[config.mk]
export PLATFORM = sky130hd
export DESIGN_NAME = sfd_isqrt
export DESIGN_NICKNAME = d
export VERILOG_FILES = /design/src/sv/sfd_isqrt.sv
export SDC_FILE = /design/constraint.sdc
export NUM_CORES = 2
export LEC_CHECK = 0
export BUFFER_PORTS_ARGS = -buffer_cell sky130_fd_sc_hd__buf_2
export CAP_MARGIN = 30
export CORE_UTILIZATION = 30
export CTS_CLUSTER_SIZE = 28
export DETAILED_ROUTE_END_ITERATION = 16
export PLACE_DENSITY = 0.42
export SETUP_SLACK_MARGIN = 0.1
export SLEW_MARGIN = 15
export SYNTH_ARGS = -nofsm -noshare
export SYNTH_HDL_FRONTEND = slang
export SYNTH_MEMORY_MAX_BITS = 65536
export SYNTH_SLANG_ARGS = --single-unit
export TNS_END_PERCENT = 10
[constraint.sdc]
create_clock -name clk -period 3.8 [get_ports clk]
set_clock_uncertainty 0.05 [all_clocks]
set_input_delay 0.19 -clock clk [delete_from_list [all_inputs] [get_ports clk]]
set_output_delay 0.19 -clock clk [all_outputs]
set_load 0.02 [all_outputs]
[src/sv/sfd_isqrt.sv]
// ----------------------------------------------------------------------------
// sfd_isqrt
// pipelined integer square root, one root bit per stage
// ----------------------------------------------------------------------------
module sfd_isqrt #(
    parameter int RW = 33
) (
    input  logic            clk,
    input  logic            en,
    input  logic [2*RW-1:0] rad,
    output logic [RW-1:0]   root
);

    logic [2*RW-1:0] rad_reg  [0:RW-1];
    logic [RW:0]     rem_reg  [0:RW-1];
    logic [RW-1:0]   root_reg [0:RW-1];

    for (genvar g = 0; g < RW; g++) begin : g_stage
        logic [2*RW-1:0] prad;
        logic [RW:0]     prem;
        logic [RW-1:0]   proot;
        logic [RW+2:0]   shv;
        logic [RW+2:0]   trial;
        logic [RW+2:0]   diff;
        logic            ge;

        if (g == 0) begin : g_first
            assign prad  = rad;
            assign prem  = '0;
            assign proot = '0;
        end
        else begin : g_next
            assign prad  = rad_reg[g-1];
            assign prem  = rem_reg[g-1];
            assign proot = root_reg[g-1];
        end

        // bring down two radicand bits, try (root << 2) | 1
        assign shv   = {prem, prad[2*RW-1 -: 2]};
        assign trial = {1'b0, proot, 2'b01};
        assign ge    = shv >= trial;
        assign diff  = shv - trial;

        always_ff @(posedge clk)
        begin
            if (en)
            begin
                rad_reg[g]  <= prad << 2;
                rem_reg[g]  <= ge ? diff[RW:0] : shv[RW:0];
                root_reg[g] <= {proot[RW-2:0], ge};
            end
        end
    end

    assign root = root_reg[RW-1];

endmodule

### After elaboration in Yosys (flattened, before gate mapping)

Memory sizes are Yosys's and may differ from the RTL's.
Index checks and enable logic that the tools add are counted.

* flip-flop bits (word level): 0
* RAM bits: 4323
* bits of input ports: 68
* memories kept: 3

* add/subtract/negate cells: 33
* order comparisons: 33
* mux-type cells: 35

Memories
* rad_reg: depth 33, bits a word 64, read ports 32, clocked after Yosys merged registers in 0, wr ports 33, line 14 `logic [2*RW-1:0] rad_reg [0:RW-1];`
* rem_reg: depth 33, bits a word 34, read ports 32, clocked after Yosys merged registers in 0, wr ports 33, line 15 `logic [RW:0] rem_reg [0:RW-1];`
* root_reg: depth 33, bits a word 33, read ports 33, clocked after Yosys merged registers in 0, wr ports 33, line 16 `logic [RW-1:0] root_reg [0:RW-1];`

Operator list (number)
* $ge A36 B35 Y1: 32
* $mux W34: 33
* $sub A34 B34 Y34: 32
* $sub A2 B1 Y3 const B: 1
* $ge A2 B1 Y1 const B: 1
* $mux W1: 2

### Longest topological paths before layout

An unclocked memory read counts as a cell.

* depth after elaboration: 3
* depth in mapped cells: 15
* gate-level depth less buffers: 13

### Least setup slack after synthesis

Ideal clock, no wire load.

* kind: flip-flop to flip-flop
* start: mem rem_reg[0][216] (netlist name)
* end: mem rem_reg[0][271] (netlist name), data pin
* library setup time: 0.271 ns
* arrival: 3.288 ns
* required time: 3.479 ns
* path slack: 0.191 ns
* cell stages (with the launch flop): 13
* path buffers: 2
* period minus slack after synthesis: 3.609 ns
* path through: edfxtp_1 or4_1 or3_1 or3_1 or2_1 clkbuf_1 a2111o_1 a211oi_4 a2111oi_1 nand2b_1 buf_2 nor4_1 xor2_1

RTL lines (line)
* start: declaration: 15

==> impl_metrics.py <==
metrics = {
    "outcome": {
        "status": "finished clean",
    },
    "clocking": {
        "numCtsBuffers": 318,
        "cts_tree": "built",
        "cts_buffer_depth": 4,
        "insertion_delay_ps": 910,
        "cts_htree_levels": 5,
        "cts_root_buffer": "clkbuf_16",
        "clkSinkCount": 2654,
        "clk_pin_slew_ps": 60,
    },
    "yosys": {
        "yosys.area_share.simple_pct": 9.601,
        "avgSynthCellArea_sq_um": 12.98,
        "yosys.area_share.xor_xnor_pct": 6.277,
        "synth.area.mux_share_pct": 0.7900,
        "synthDistinctLibCells": 88,
        "synth_edf_count": 2654,
        "synth_top_family_by_area": "compound AO/OA/AOI/OAI gates",
        "yosys_warnings": 0,
        "yosysMostFrequentCell": "edfxtp_1",
        "synth_seq_cells": 2654,
        "synth_top_area_share_pct": 64.76,
        "synth_commonest_cells": "edfxtp_1 (2,654), inv_1 (750), nand2_1 (667)",
        "ys_top_cells_by_area": "edfxtp_1 (65%), ha_1 (6.1%), xnor2_1 (3.3%), xor2_1 (3.0%), a21oi_1 (2.5%)",
        "yosys.area_share.adder_pct": 6.060,
        "syn_inst": 9478,
        "synth.net_count": 10140,
        "ys_seq_area_share_pct": 64.76,
        "synth_compound_area_share_pct": 9.668,
        "synth_area_leader_cell": "edfxtp_1",
        "syn_area_sq_um": 123100,
        "synth-async-reset-ratio_pct": 0,
        "synthFlopType": "edfxtp_1",
    },
    "routing": {
        "drc": 0,
        "drt_pass1_iterations": 5,
        "drtIter0Drc": 5046,
        "antenna_left": 0,
        "wl_per_cell_um": 17.89,
        "viasPerCell": 4.678,
        "wirelength_mm": 284.6,
        "vias": 74410,
    },
    "worst_setup_path": {
        "crit_type": "register to register",
        "critPathRequiredTime_ps": 4390,
        "critPathArrivalTime_ps": 4310,
        "cp-end-kind": "register",
        "cpPeakStageDelay_ps": 570,
        "cp_cell_sequence": "or4_4, or3_4, or3_4, or2_4, a2111o_1, a211oi_4, a2111oi_2, buf_4, nand2b_1, buf_6, nor3_1, xor2_1",
        "crit_fanout": 8,
        "crit_buf_inv": 2,
        "crit_family": "simple AND/OR/NAND/NOR gates",
        "critPathLaunchType": "register",
        "slowest_stage": "or4_4",
        "crit_top_cell": "or3_4",
    },
    "final_layout": {
        "multiInputGateArea_sq_um": 40540,
        "syn_to_final_growth_pct": 17.74,
        "fin_util_pct": 35.58,
        "largest_register_ffs": 1056,
        "regArea_sq_um": 79700,
        "drive_gt1_share_pct": 11.15,
        "nFillCells": 39350,
        "nNetsFinal": 10880,
    },
    "sta": {
        "setup-tns-final_ps": 0,
        "setup_viol": 0,
        "rsz0062_at_grt": "true",
        "period_minus_slack_ps": 3720,
        "fmax_mhz": 268.8,
        "worst_pin_slew_ps": 932.7,
        "hold_violations": 0,
        "maxSlewViolCount": 0,
        "slew_headroom_pct": 37.82,
        "period_share_pct": 97.89,
    },
    "placed_design": {
        "portBuffers": 100,
        "hpwl_mm": 207.7,
        "place_congestion": 0.8571,
    },
    "global_route": {
        "grt_max_degree": 126,
        "grt_pass1_wl_mm": 440.2,
        "first_global_vias": 75700,
        "grt_overflow": 0,
        "antenna_found_initial": 5,
        "grtUsageTotal_pct": 13.39,
    },
    "die": {
        "fp.dieW_um": 642.5,
        "io_pins": 101,
        "coreArea_sq_um": 407300,
        "rows": 234,
        "die_h_um": 642.5,
        "die_area_sq_um": 412800,
        "start_util_pct": 30.22,
    },
    "power": {
        "vdd_ir_drop_max_uv": 341.5,
        "p_per_area_nw_per_um2": 604.2,
        "cellLeakagePower_uw": 0.05515,
    },
    "hold_path": {
        "hold_path_class": "input port to register",
    },
    "job": {
        "maxCapViolCount": 0,
    },
}
routing by layer:
layer  wire, um  GRT usage [%]
met1     125700          16.87
met2     139300          23.43
met5          0              0
met3       8989          1.735
met4      10650          4.872
area by class of cell:
cell class                      instances  area share [%]
Multi-Input combinational cell       5894           27.98
Tap cell                             5428           4.687
Sequential cell                      2654           55.00
Clock buffer                          383           5.719
Antenna cell                            4        0.006908
Clock inverter                        193           1.152
Inverter                              753           1.951
Timing Repair Buffer                  599           3.505
path summary, 6_finish.rpt:
kind	startpoint	end	slack (ps)	depth (start not counted)
min reg2reg	rad_reg[0][1020]	rad_reg[0][1086]	350	0
min	rad[65]	rem_reg[0][1]	140	3
max	rem_reg[0][215]	rem_reg[0][265]	80	12
max reg2reg	rem_reg[0][215]	rem_reg[0][265]	80	12
stage by stage:
step                      total power [uW]  hold slack [ps]  std cells  setup WS [ps]  cell area, sq um
after floorplan                      51790            238.9       9478          190.6            123100
after global placement               58480            316.3      15180         -195.8            132900
after detailed placement             58560            318.1      15180         -216.5            132900
after CTS                            88790            42.96      15880          34.56            144200
after global routing                 92390            90.46      15910         -59.15            144900
final                                87560            144.2      15910          80.33            144900
where the power goes:
part           switching (uW)  internal (uW)
sequential               2670          37100
clock                   12300          17000
combinational           10400           8030
what timing repair did:
item,in CTS,in global routing
setup buffers,1,17
hold buffers,132,0
gates cloned,0,1
pin swaps,0,28
setup endpoints to repair,112,353
gates resized for setup,17,133
endpoints found under the hold margin,139,0
layout by cell type, fill, tap and decap left out, types with 165 or more instances in the layout:
cell type,count
a21o_1,279
clkbuf_16,322
xnor2_1,461
nor2_1,551
a21oi_1,594
nor3_1,207
ha_1,592
edfxtp_1,2654
nand2_1,662
buf_4,322
inv_1,749
xor2_1,421
nand3_1,165
o21ai_0,477
worst min-delay path: stages:
cell           delay, ps
dlygate4sd3_1        570
buf_2                130
and2_1               120
cell families after synthesis:
group	Yosys count
multiplexers	88
XOR/XNOR	882
other	1
AO/OA/AOI/OAI	1927
buffers and inverters	930
flip-flops	2654
adder cells (fa/ha/maj)	596
AND/OR/NAND/NOR	2400
Power figures use the tool's default switching activity.
