==> config.mk <==
export PLATFORM = sky130hd
export DESIGN_NAME = sfd_udiv
export DESIGN_NICKNAME = d
export VERILOG_FILES = /design/src/sv/sfd_udiv.sv
export SDC_FILE = /design/constraint.sdc
export NUM_CORES = 2
export LEC_CHECK = 0
export BUFFER_PORTS_ARGS = -buffer_cell sky130_fd_sc_hd__buf_2
export CAP_MARGIN = 20
export CORE_MARGIN = 5
export CORE_UTILIZATION = 58
export DETAILED_ROUTE_END_ITERATION = 8
export GPL_TIMING_DRIVEN = 1
export HOLD_SLACK_MARGIN = 0.02
export PLACE_DENSITY = 0.82
export SLEW_MARGIN = 25
export SYNTH_ARGS = -nofsm -noshare
export SYNTH_HDL_FRONTEND = slang
export SYNTH_SLANG_ARGS = --single-unit
export TNS_END_PERCENT = 100
==> constraint.sdc <==
create_clock -name clk -period 3.65 [get_ports clk]
set_input_delay 0.73 -clock clk [delete_from_list [all_inputs] [get_ports clk]]
set_output_delay 0.73 -clock clk [all_outputs]
set_load 0.02 [all_outputs]
==> src/sv/sfd_udiv.sv <==
// ----------------------------------------------------------------------------
// sfd_udiv
// pipelined restoring divider, round(mag * 2^fb / den) with mag <= den
// ----------------------------------------------------------------------------
module sfd_udiv #(
    parameter int DW = 33,
    parameter int FB = 16
) (
    input  logic          clk,
    input  logic          en,
    input  logic [DW-1:0] mag,
    input  logic [DW-1:0] den,
    output logic [FB:0]   quo
);

    logic [DW-1:0] r_reg   [0:FB];
    logic [FB:0]   q_reg   [0:FB];
    logic [DW-1:0] den_reg [0:FB];
    logic [FB:0]   quo_reg;

    for (genvar g = 0; g <= FB; g++) begin : g_stage
        logic [DW:0]   shv;
        logic [DW:0]   diff;
        logic [DW-1:0] pden;
        logic [FB:0]   pq;
        logic          ge;

        if (g == 0) begin : g_first
            // integer quotient bit: mag >= den
            assign shv  = {1'b0, mag};
            assign pden = den;
            assign pq   = '0;
        end
        else begin : g_next
            assign shv  = {r_reg[g-1], 1'b0};
            assign pden = den_reg[g-1];
            assign pq   = q_reg[g-1];
        end

        assign ge   = shv >= {1'b0, pden};
        assign diff = shv - {1'b0, pden};

        always_ff @(posedge clk)
        begin
            if (en)
            begin
                r_reg[g]   <= ge ? diff[DW-1:0] : shv[DW-1:0];
                q_reg[g]   <= {pq[FB-1:0], ge};
                den_reg[g] <= pden;
            end
        end
    end

    // round half away from zero: bump when 2r >= den
    logic round_up;
    assign round_up = {r_reg[FB], 1'b0} >= {1'b0, den_reg[FB]};

    always_ff @(posedge clk)
    begin
        if (en)
        begin
            quo_reg <= q_reg[FB] + {{FB{1'b0}}, round_up};
        end
    end

    assign quo = quo_reg;

endmodule

### After elaboration in Yosys (flattened, before gate mapping)

Memory sizes are Yosys's and may differ from the RTL's.
Cells that the tools add are included.

| cells by class | value |
|---|---|
| equality and inequality tests | 0 |
| add/subtract/negate cells | 18 |
| shift-type cells | 0 |
| reductions and logical operators | 0 |
| multipliers | 0 |
| muxes and demuxes | 19 |
| magnitude comparators | 18 |
| bitwise gates (word level) | 0 |
| div/mod/pow operators | 0 |

Operator list:

| kind | count |
|---|---|
| 34-bit by 33-bit >= comparator with 1-bit output | 17 |
| 33-bit two-way mux | 17 |
| 33-bit subtractor | 17 |
| 33-bit >= comparator | 1 |
| 17-bit by 1-bit adder with 17-bit output | 1 |
| 1-bit two-way mux | 2 |

| storage, ports and cells | value |
|---|---|
| ROM bits | 0 |
| flip-flop bits (word level) | 17 |
| memories kept | 3 |
| word-level logic and storage cells | 59 |
| latch bits | 0 |
| input port bits | 68 |
| output and inout bits | 17 |
| bits in writable memories | 1,411 |

Memories:

| memory | words | width | rd ports | clocked after memory_dff | wr ports | line | text |
|---|---|---|---|---|---|---|---|
| den_reg | 17 | 33 | 17 | 0 | 17 | 18 | `logic [DW-1:0] den_reg [0:FB];` |
| r_reg | 17 | 33 | 17 | 0 | 17 | 16 | `logic [DW-1:0] r_reg [0:FB];` |
| q_reg | 17 | 17 | 17 | 0 | 17 | 17 | `logic [FB:0] q_reg [0:FB];` |

### Depth between registers and ports, before layout

An unclocked memory read counts as a cell.

| logic depth | value |
|---|---|
| word-level depth | 3 |
| gate-level depth with buffers | 20 |
| mapped depth without buffers | 20 |

### Least setup slack after synthesis

Ideal clock, no wire load.

| path | value |
|---|---|
| path type | reg-to-reg |
| start | memory r_reg[12][1] (netlist: r_reg[0][397]) |
| end | memory r_reg[13][18] (netlist: r_reg[0][447]) (data pin) |
| required time | 3.388 ns |
| path buffers | 1 |
| setup time | 0.262 ns |
| cell stages (with the launch flop) | 12 |
| arrival | 3.373 ns |
| period minus slack after synthesis | 3.635 ns |
| slack | 0.015 ns |
| cells stage by stage | edfxtp_1 > ha_1 > nor2b_1 > o31a_1 > o31a_1 > a211o_1 > o221a_4 > a2111oi_4 > nor2_1 > a311oi_4 > buf_4 > mux2_1 |

RTL lines:

| item | line |
|---|---|
| start: declaration | 16 |

==> results_dict.tcl <==
set metrics [dict create \
    status "finished with violations" \
    violations "negative setup slack" \
    root_buffer "clkbuf_16" \
    ant_nets 0 \
    track_usage_pct 27.2 \
    fillers 9058 \
    synth_seq_cells 1292 \
    synthMuxAreaShare_pct 4.56 \
    worstPathArrival_ps 4200 \
    synth-async-reset-ratio_pct 0 \
    worst_ir_drop_vdd_v 0.000416 \
    crit_path_end_kind "register" \
    synth-compound-area-share_pct 15.5 \
    die_y_um 373 \
    yosys.area_share.simple_pct 9.18 \
    setup_ws_ps -2.31 \
    drt_iter0_markers 3577 \
    io_buffer_count 84 \
    hold_viol 0 \
    wl_per_cell_um 20.0 \
    synth_xor_area_share_pct 5.43 \
    drt_wl_total_mm 195 \
    synth_top_family_by_area "compound AO/OA/AOI/OAI gates" \
    syn_inst 6935 \
    drive_gt1_share_pct 20.5 \
    dr.pass1.iters 6 \
    htree_num_levels 4 \
    cts_tree "done" \
    io_pins 85 \
    final_util_pct 69.6 \
    rsz0062_at_grt "yes" \
    syn_to_final_growth_pct 19.5 \
    clkTransAtPathRegs_ps 60 \
    nets 8527 \
    grt_max_degree 106 \
    synth.distinct_cells 86 \
    viasPerCell 5.83 \
    finalCritPeriodShare_pct 100 \
    relSlewSlack_pct 32.6 \
    tightestPinTransition_ps 1010 \
    dpl_cell_area_um2 84600 \
    syn_avg_cell_area_um2 11.0 \
    grt_pass1_wl_mm 302 \
    die_x_um 373 \
    core.rowCount 133 \
    tns_ps -2.31 \
    design_area_um2 91400 \
    cts_buffers 140 \
    clock.fmax_mhz 274 \
    first_global_vias 59400 \
    skew_ps 20.6 \
    p_per_area_nw_per_um2 898 \
    stdcell_count 9714 \
    multi_input_area_um2 35400 \
    dp_hpwl_mm 145 \
    vias 56700 \
    overflow 0 \
    drc 0 \
    start_util_pct 58.2 \
    leakagePower_uw 0.0390 \
    core-area_um2 131000 \
    min_path_type "input port to register" \
    worstSetupPathType "register to register" \
    start_kind "register" \
    mostFrequentLayoutCells "1,292 x edfxtp_1, 769 x buf_4, 722 x inv_1" \
    dpl.cell_count 9377 \
    ys_seq_area_share_pct 50.7 \
    synthesis.area_um2 76500 \
    drv_slew 0 \
    synthFlopType "edfxtp_1" \
    cp.required_ps 4200 \
    mostFrequentLayoutCell "edfxtp_1" \
    clkLatencyLatePin_ps 790 \
    hold-worst-slack_ps 154 \
    synth-edff-count 1292 \
    ff_latch_area_um2 38800 \
    crit_fanout 7 \
    max_cap_violations 0 \
    synthAdderAreaFrac_pct 10.2 \
    antenna_cells 0 \
    clockBufferDepth 3 \
    numClockSinks 1292 \
    antenna_found_initial 1 \
    syn_nets 7615 \
    dieArea_um2 139000 \
    globalplace.congestion 0.976 \
    setup_viol 1 \
    yosys_warnings 0 \
    min_period_ps 3650 \
]
final cells by class:
class	instances	area share (%)
clock buffer	177	3.99
clock inverter	77	0.953
inverter	734	3.02
multi-input combinational	4750	38.8
sequential	1292	42.5
tap	1755	2.40
timing repair buffer	929	8.42
cell usage after synthesis (9+ instances only):
cell | instances | area share, %
a41oi_1 | 11 | 0.13
clkbuf_1 | 125 | 0.61
o22ai_1 | 10 | 0.082
or2_2 | 22 | 0.18
a2111oi_0 | 13 | 0.15
nor4_1 | 19 | 0.16
nor3b_1 | 9 | 0.088
a21o_1 | 295 | 2.9
nor2b_1 | 82 | 0.67
nand2b_1 | 73 | 0.60
o21ai_0 | 452 | 3.0
o31ai_1 | 44 | 0.43
a211o_1 | 18 | 0.21
nand2_1 | 486 | 2.4
fa_1 | 17 | 0.45
o21bai_1 | 84 | 0.82
and3_1 | 53 | 0.43
mux2_2 | 296 | 4.4
edfxtp_1 | 1292 | 51
ha_1 | 595 | 9.7
and2_1 | 30 | 0.25
a31oi_1 | 57 | 0.47
o2111ai_1 | 15 | 0.17
nand3b_1 | 9 | 0.088
a211oi_1 | 54 | 0.53
o31a_1 | 36 | 0.41
nor2_1 | 373 | 1.8
o21a_1 | 83 | 0.81
inv_1 | 732 | 3.6
o221ai_1 | 10 | 0.11
xnor2_1 | 296 | 3.4
a21oi_1 | 533 | 3.5
a21boi_0 | 19 | 0.19
mux2i_1 | 13 | 0.17
xor2_1 | 178 | 2.0
or3_1 | 27 | 0.22
nor3_1 | 83 | 0.54
nand3_1 | 104 | 0.68
nand4_1 | 85 | 0.70
buf_2 | 27 | 0.18
and4_1 | 12 | 0.14
o211ai_1 | 36 | 0.35
layer usage:
| layer | routed length [um] | part of all wire (%) | GRT usage (%) |
|---|---|---|---|
| met1 | 61100 | 31 | 23.5 |
| met2 | 107000 | 55 | 53.4 |
| met3 | 6430 | 3.3 | 3.53 |
| met4 | 20300 | 10 | 24.3 |
| met5 | 0 | 0 | 0 |
metrics by stage:
step,worst slack (ps),total power (uW)
after floorplan,14.8,51200
after global placement,-876,62900
after detailed placement,-810,64300
after CTS,-100,80600
after global routing,-142,87000
final,-2.31,82100
critical path, stage by stage (launching register included):
cell	delay [ps]
edfxtp_1	390
ha_1	320
nor2b_2	170
o31ai_1	200
buf_4	170
a211oi_2	60
buf_4	160
o2111ai_4	300
a21oi_4	120
o21ai_4	190
o221ai_2	160
a21o_1	210
a211o_4	440
clkbuf_16	210
buf_4	170
and2_1	150
kinds of logic after synthesis:
group	after synthesis
fa+ha+maj	612
mux	311
compound gates	1866
flops	1292
xor+xnor	474
buf+inv	893
simple gates	1487
path summary, 6_finish.rpt:
| kind | slack [ps] | cells after the start | startpoint | endpoint |
|---|---|---|---|---|
| max reg2reg | -2 | 15 | r_reg[0][67]$_DFFE_PP_ | r_reg[0][99]$_SDFFCE_PP0P_ |
| max | -2 | 15 | r_reg[0][67]$_DFFE_PP_ | r_reg[0][99]$_SDFFCE_PP0P_ |
| min | 150 | 1 | den[21] | den_reg[0][21]$_DFFE_PP_ |
| min reg2reg | 400 | 0 | q_reg[0][103]$_DFFE_PP_ | q_reg[0][121]$_DFFE_PP_ |
power breakdown:
part	leakage [uW]	switching (uW)	internal, uW	total (uW)
Combinational	0.0242	22600	20800	43400
Clock	0.00218	5970	8020	14000
Sequential	0.0126	2350	22400	24700
Total	0.0390	30900	51200	82100
what timing repair did:
action                     4_1_cts  5_1_grt
buffers inserted                32       36
hold buffers                     0        0
gates resized for setup        166      135
pin swaps                       63       57
setup endpoints to repair      361      401
gates cloned                    13        8
No activity file was read; power rests on OpenSTA's default activity.
